==> src/rtl/label_overlap_counter_assert.svh <==
// ----------------------------------------------------------------------------
// label overlap counter assertion macros
// concurrent checks that compile away when SYNTH is defined
// ----------------------------------------------------------------------------
`ifndef LABEL_OVERLAP_COUNTER_ASSERT_SVH
`define LABEL_OVERLAP_COUNTER_ASSERT_SVH

`ifndef SYNTH

// antecedent implies consequent in the same cycle
`define LOVC_ASSERT_SAME(name, clk, rst, ante, cons) \
  name: assert property (@(posedge clk) disable iff (rst) (ante) |-> (cons)) \
    else $error("assertion failed: same-cycle implication");

// antecedent implies consequent in the next cycle
`define LOVC_ASSERT_NEXT(name, clk, rst, ante, cons) \
  name: assert property (@(posedge clk) disable iff (rst) (ante) |=> (cons)) \
    else $error("assertion failed: next-cycle implication");

`else

`define LOVC_ASSERT_SAME(name, clk, rst, ante, cons)
`define LOVC_ASSERT_NEXT(name, clk, rst, ante, cons)

`endif

`endif

==> src/rtl/lovc_pkg.sv <==
// ----------------------------------------------------------------------------
// lovc_pkg
// shared sizes, types and helpers of the label overlap counter
// ----------------------------------------------------------------------------
package lovc_pkg;

  localparam int LABEL_BITS    = 8;
  localparam int COUNT_BITS    = 32;
  localparam int LABEL_DEPTH   = 1 << LABEL_BITS;
  localparam int LABEL_FIELD_W = 8;
  localparam int COUNT_FIELD_W = 32;

  localparam logic CMD_ACCUMULATE = 1'b0;
  localparam logic CMD_READ       = 1'b1;

  typedef logic [LABEL_BITS-1:0] label_t;
  typedef logic [COUNT_BITS-1:0] count_t;

  // one table row per label
  typedef struct packed {
    count_t first_only;
    count_t second_only;
    count_t both;
  } row_t;

  localparam int ROW_BITS = $bits(row_t);

  typedef struct packed {
    logic load;
    logic rd_en;
    logic rd_sel_b;
    logic wr_a;
    logic wr_b;
    logic load_out;
  } ctrl_cmd_t;

  typedef struct packed {
    logic is_read;
    logic same_label;
  } ctrl_stat_t;

  function automatic label_t to_label(input logic [LABEL_FIELD_W-1:0] f);
    logic [31:0] t;
    t = 32'(f);
    return t[LABEL_BITS-1:0];
  endfunction

  function automatic logic [LABEL_FIELD_W-1:0] label_field(input label_t l);
    logic [31:0] t;
    t = 32'(l);
    return t[LABEL_FIELD_W-1:0];
  endfunction

  function automatic logic [COUNT_FIELD_W-1:0] count_field(input count_t c);
    logic [63:0] t;
    t = 64'(c);
    return t[COUNT_FIELD_W-1:0];
  endfunction

  // saturating increment
  function automatic count_t bump(input count_t c);
    return (c == '1) ? c : c + count_t'(1);
  endfunction

endpackage

==> src/rtl/lovc_ctrl.sv <==
// ----------------------------------------------------------------------------
// lovc_ctrl
// controller: sequences read-modify-write of table rows and result handoff
// ----------------------------------------------------------------------------
`include "label_overlap_counter_assert.svh"

module lovc_ctrl import lovc_pkg::*; (
  input  logic       clk,
  input  logic       rst,
  input  logic       pixel_valid,
  output logic       pixel_ready,
  output logic       result_valid,
  input  logic       result_ready,
  output ctrl_cmd_t  cmd,
  input  ctrl_stat_t stat
);

  localparam logic [2:0] S_IDLE   = 3'd0;
  localparam logic [2:0] S_LOOK_A = 3'd1;
  localparam logic [2:0] S_UPD_A  = 3'd2;
  localparam logic [2:0] S_LOOK_B = 3'd3;
  localparam logic [2:0] S_UPD_B  = 3'd4;
  localparam logic [2:0] S_SEND   = 3'd5;

  logic [2:0] state;
  logic [2:0] state_next;

  always_ff @(posedge clk) begin
    if (rst) begin
      state <= S_IDLE;
    end else begin
      state <= state_next;
    end
  end

  always_comb begin
    state_next   = state;
    cmd          = '0;
    pixel_ready  = (state == S_IDLE);
    result_valid = (state == S_SEND);
    case (state)
      S_IDLE: begin
        if (pixel_valid) begin
          cmd.load   = 1'b1;
          state_next = S_LOOK_A;
        end
      end
      S_LOOK_A: begin
        cmd.rd_en  = 1'b1;
        state_next = S_UPD_A;
      end
      S_UPD_A: begin
        if (stat.is_read) begin
          cmd.load_out = 1'b1;
          state_next   = S_SEND;
        end else begin
          cmd.wr_a   = 1'b1;
          // differing labels also bump the second label's row
          state_next = stat.same_label ? S_IDLE : S_LOOK_B;
        end
      end
      S_LOOK_B: begin
        cmd.rd_en    = 1'b1;
        cmd.rd_sel_b = 1'b1;
        state_next   = S_UPD_B;
      end
      S_UPD_B: begin
        cmd.wr_b   = 1'b1;
        state_next = S_IDLE;
      end
      S_SEND: begin
        if (result_ready) begin
          state_next = S_IDLE;
        end
      end
      default: begin
        state_next = S_IDLE;
      end
    endcase
  end

  `LOVC_ASSERT_NEXT(a_accept_reads, clk, rst, pixel_valid && pixel_ready, cmd.rd_en && !cmd.rd_sel_b)
  `LOVC_ASSERT_SAME(a_second_after_first, clk, rst, cmd.wr_b, $past(cmd.wr_a, 2))
  `LOVC_ASSERT_SAME(a_second_labels_differ, clk, rst, cmd.wr_b, !stat.same_label && !stat.is_read)
  `LOVC_ASSERT_NEXT(a_result_follows_load, clk, rst, cmd.load_out, result_valid && !pixel_ready)

endmodule

==> config.mk <==
export PLATFORM = sky130hd
export DESIGN_NAME = lovc_ctrl
export DESIGN_NICKNAME = d
export VERILOG_FILES = /design/src/rtl/lovc_pkg.sv /design/src/rtl/lovc_ctrl.sv
export VERILOG_INCLUDE_DIRS = /design/src /design/src/rtl
export SDC_FILE = /design/constraint.sdc
export NUM_CORES = 1
export LEC_CHECK = 0
export BUFFER_PORTS_ARGS = -buffer_cell sky130_fd_sc_hd__buf_2
export CAP_MARGIN = 10
export CORE_AREA = 3 3 40 42
export DETAILED_ROUTE_END_ITERATION = 6
export DIE_AREA = 0 0 43 45
export SYNTH_ARGS = -nofsm -noshare
export SYNTH_HDL_FRONTEND = slang
export SYNTH_SLANG_ARGS = --single-unit
==> constraint.sdc <==
create_clock -name clk -period 1.5 [get_ports clk]
set_clock_uncertainty 0.05 [all_clocks]
set_input_delay 0.3 -clock clk [delete_from_list [all_inputs] [get_ports clk]]
set_output_delay 0.3 -clock clk [all_outputs]
set_load 0.05 [all_outputs]
==> flow_summary.ini, run 1 <==
[run_status]
status = finished, final reports clean

[worst_hold_path]
holdCritStartpoint = rst
min_to = state[2]
min_path_type = in -> reg
holdPathStages = 2

[power_and_ir_drop]
power.leakage_nw = 0.235
peakVddDrop_v = 0.000457
combPwrFrac = 0.538
seqPwrFrac = 0.214
switching_share = 0.414
power_mw = 0.571
p_int_mw = 0.334
power_switching_mw = 0.236
powerDensity_nw_per_um2 = 1060
clkPwrFrac = 0.248

[clocking]
cts_tree = built
clk_latency_ns = 0.23
clock_sinks = 3
clkTransAtPathRegs_ns = 0.04
clockBufferDepth = 2
cts_root_buffer = clkbuf_4
cts_htree_levels = 1
cts_inserted_buffers = 3

[floorplan]
pin_count = 14
core_um2 = 1280
die_y_um = 45
rows = 13
die_area_um2 = 1940
initial_core_util = 0.216
die_w_um = 43

[cells_and_area]
largest_register = state
fin_nets = 60
post-route-util = 0.418
ff_latch_area_um2 = 68.8
area_delta_synth_final_pct = 93.2
final_common_cell = buf_4
largest_registers = state x3
final_cell_mix = buf_4, buf_6, buf_2
final_cells = 68
multiInputGateArea_um2 = 231
drive_gt1_frac = 0.830
fillers = 122
n_antenna_cell = 0
largest_reg_flops = 3

[synth]
ys.warnings.count = 0
synth_nets = 36
synthMuxAreaShare = 0
ys_ff_latch = 3
syn_area_per_cell_um2 = 9.26
synth.distinct_cells = 22
synth_top_family_by_area = simple AND/OR/NAND/NOR gates
synth_xor_area_frac = 0
seq_area_frac_synth = 0.216
synth_compound_area_frac = 0.167
yosys.area_share.simple = 0.495
synthCells = 30
synth_fa_ha_area_frac = 0
syn_area_um2 = 278

[setup_path]
worstSetupEndpointType = primary output
cp_data_arrival_time_ns = 1.15
r2r_setup_slack_ns = 0.23
required_ns = 1.15
crit_fanout = 6
rr_endpoint = state[2]
reg2reg_from = state[2]
crit_type = reg -> out
reg2reg_depth = 5
critPathLaunchType = flip-flop

[sta]
fmax_ghz = 0.668
tightest_slew_ns = 0.332
finalSetupTns_ns = 0
finalHoldViolations = 0
rsz0062_at_grt = true
min_period_ns = 1.50
setup-violations-final = 0
fin_crit_sh = 0.997
slew_viol_final = 0
slew-limit-headroom = 0.777

[routing]
routed.top_layer = met3
drc = 0
vias = 302
drt-met1-wl_um = 278
vias_per_cell = 4.44
postRouteAntennaNets = 0
drt_iter0_markers = 4
wl_met3_um = 69
firstDrtPassIters = 4
route.detailed.wl_per_inst_um = 9.97
dr_wl_met2_um = 331
totalWireLength_um = 678

[global_route]
grt_max_degree = 10
antenna_found_initial = 0
first_global_vias = 297
grt_pass1_wl_um = 1190
grt-ovfl-total = 0
track_usage = 0.0850

[placement]
port_buffers = 13
place.gp.congestion = 0.786
place_hpwl_um = 526
dp_cells = 61

[flow_run]
maxCapViolations = 0
-- cell families (layout without fill, tap and decap cells) --
family,after synthesis,in the layout
buf+inv,5,28
simple gates,16,16
compound gates,6,6
flops,3,3
-- power groups by stage --
stage / Sequential [mW] / Combinational [mW] / Clock, mW
after floorplan: 0.100 / 0.221 / 0
after global placement: 0.119 / 0.253 / 0
after detailed placement: 0.119 / 0.254 / 0
after CTS: 0.120 / 0.295 / 0.149
after global routing: 0.125 / 0.325 / 0.154
final: 0.122 / 0.307 / 0.142
-- Yosys cell counts --
library cell / n / area share
dfxtp_1: 3 / 0.22
a21oi_2: 1 / 0.032
inv_1: 2 / 0.027
nand3b_1: 1 / 0.027
and2b_2: 1 / 0.032
and4bb_4: 1 / 0.059
o21bai_1: 1 / 0.027
nand2_1: 2 / 0.027
buf_4: 2 / 0.054
a211oi_2: 1 / 0.045
nor4_4: 1 / 0.077
buf_6: 1 / 0.041
nor4b_2: 1 / 0.054
and2b_1: 1 / 0.027
and2_1: 1 / 0.023
nor3b_1: 1 / 0.027
nor2_1: 2 / 0.027
a22oi_1: 1 / 0.027
a21oi_1: 2 / 0.036
and3b_2: 1 / 0.036
nor4_2: 1 / 0.045
nor3_1: 2 / 0.036
-- how the worst max path moves through the flow --
stage                        end      from
floorplan                 cmd[5]  state[2]
global placement    result_valid  state[0]
detailed placement  result_valid  state[0]
CTS                       cmd[0]  state[2]
global route              cmd[0]  state[2]
finish                    cmd[0]  state[2]
-- what timing repair did --
| item | 4_1_cts | 5_1_grt |
|---|---|---|
| setup endpoints to repair | 8 | 8 |
| hold buffers | 0 | 0 |
| gates cloned | 0 | 0 |
| gates resized for setup | 19 | 6 |
| pin swaps | 1 | 3 |
| buffers inserted | 2 | 1 |
-- per-layer routing --
metal  global-route usage  vias up
met5                    0        -
met1               0.0918      132
li1                     -      154
met2                0.135       16
met3               0.0398        0
met4               0.0542        0
-- worst max-delay path, cell delays in order (launching register included) --
cell,delay (ns)
dfxtp_4,0.36
and2b_2,0.25
nand2_2,0.07
nor2_4,0.08
buf_6,0.15
-- cell type report --
class                      instances  area share
multi-input combinational         22       0.431
tap                               15      0.0350
clock buffer                       4      0.0490
inverter                           2      0.0140
timing repair buffer              22       0.343
sequential                         3       0.128
-- stage by stage --
stage | area, um2 | hold slack, ns | setup slack (ns)
finish | 537 | 0.207 | 0.00391
global route | 537 | 0.215 | -0.0496
CTS | 512 | 0.199 | -0.0126
detailed placement | 417 | 0.449 | 0.0410
global placement | 417 | 0.450 | 0.0762
floorplan | 322 | 0.307 | -0.138
Power figures use the tool's default switching activity.
==> inputs of run 2 (changes only) <==
Clock period 1.5 ns to 1.9 ns, I/O delays scaled along.
==> run 2 against run 1 <==
Net effect:
- clock power down 20%
- setup slack improved by 0.15 ns
- total power decreased by 33%
- first-iteration DRC count down 75%
==> flow_summary.ini, run 2 (synthesis gave the netlist of run 1 again) <==
[cells_and_area]
area_delta_synth_final_pct = 45.0
largest_registers = state x3
fin_nets = 53
largest_reg_flops = 3
final_cells = 61
n_antenna_cell = 0
final_cell_mix = buf_2, clkbuf_4
drive_gt1_frac = 0.630
final_common_cell = buf_2
largest_register = state

[routing]
drt_iter0_markers = 1
vias_per_cell = 4.30
vias = 262
totalWireLength_um = 618
postRouteAntennaNets = 0
route.detailed.wl_per_inst_um = 10.1
drc = 0
firstDrtPassIters = 2

[floorplan]
die_area_um2 = 1940
core_um2 = 1280
rows = 13
die_w_um = 43
pin_count = 14
initial_core_util = 0.216
die_y_um = 45

[global_route]
grt-ovfl-total = 0
antenna_found_initial = 0
grtUsageMet1 = 0.0723
grt_pass1_wl_um = 1020
grt_max_degree = 12
track_usage = 0.0733
grtUsageMet3 = 0.0398
grt-busiest-layer = met2
met2_usage = 0.117
first_global_vias = 252

[clocking]
clockBufferDepth = 2
clk_latency_ns = 0.23
clock_sinks = 3
cts_root_buffer = clkbuf_4
cts_inserted_buffers = 3
post-cts-setup-buffers = 0
clkTransAtPathRegs_ns = 0.04
cts_tree = built
cts_htree_levels = 1

[setup_path]
worstSetupEndpointType = primary output
crit_type = reg -> out
crit_fanout = 7
cp_data_arrival_time_ns = 1.32
cp_slowest_cell = dfxtp_1
max_stage_delay_ns = 0.46
critPathLaunchType = flip-flop
crit_chain = buf_4 -> and2b_2 -> buf_2
reg2reg_depth = 4
required_ns = 1.47

[worst_hold_path]
holdPathStages = 2
min_path_type = in -> reg

[sta]
fin_crit_sh = 0.921
rsz0062_at_grt = false
setup-violations-final = 0
min_period_ns = 1.75
fmax_ghz = 0.571
tightest_slew_ns = 0.317
slew-limit-headroom = 0.787
finalHoldViolations = 0
finalSetupTns_ns = 0
slew_viol_final = 0

[placement]
port_buffers = 13
dp_cells = 57
place.gp.congestion = 0.682
place_hpwl_um = 501

[flow_run]
maxCapViolations = 0

[run_status]
status = finished, final reports clean

[power_and_ir_drop]
peakVddDrop_v = 0.000275
powerDensity_nw_per_um2 = 952
power_mw = 0.383
power.leakage_nw = 0.190
-- run 2: layer usage --
metal,vias to the layer above,share of wire
li1,137,-
met1,112,0.36
met2,11,0.49
met3,2,0.13
met4,0,0.015
met5,-,0
-- run 2: layout make-up --
cell class	count	area, um2
flip-flops and latches	3	61.3
well taps	15	18.8
inverters	2	7.51
repair buffers	15	80.1
fillers	152	882
clock buffers	4	26.3
multi-input cells	22	209
-- run 2: final timing paths --
kind                            startpoint  endpoint  slack, ns
worst max-delay path              state[2]    cmd[4]       0.15
worst min-delay path                   rst  state[2]       0.29
worst max register to register    state[2]  state[1]       0.74
worst min register to register    state[0]  state[2]       0.58
-- run 2: worst max-delay path: cells and delay by family, from the launching register on --
kind,cells,cell delay (ns)
and+or+nand+nor,1,0.21
DFF,1,0.46
buffers and inverters,2,0.41
-- run 2: report_power, final --
part           leakage [nW]  switching (mW)  total, mW  internal [mW]
clock                0.0150          0.0342      0.113         0.0788
sequential           0.0250          0.0237     0.0962         0.0725
combinational         0.150           0.111      0.174         0.0632
total                 0.190           0.169      0.383          0.214
-- run 2: per-stage QoR --
stage	instance area, um2	worst slack, ns	util	hold slack [ns]
finish	403	0.149	0.314	0.291
global route	403	0.0668	0.314	0.290
CTS	402	0.0655	0.313	0.287
detailed placement	375	0.338	0.292	0.537
global placement	375	0.343	0.292	0.542
floorplan	303	0.00387	-	0.395
-- run 2: timing repair --
| item | 4_1_cts | 5_1_grt |
|---|---|---|
| hold endpoints to repair | 0 | 0 |
| hold buffers | 0 | 0 |
| gates resized for setup | 0 | 1 |
| endpoints found under the setup margin | 0 | 1 |
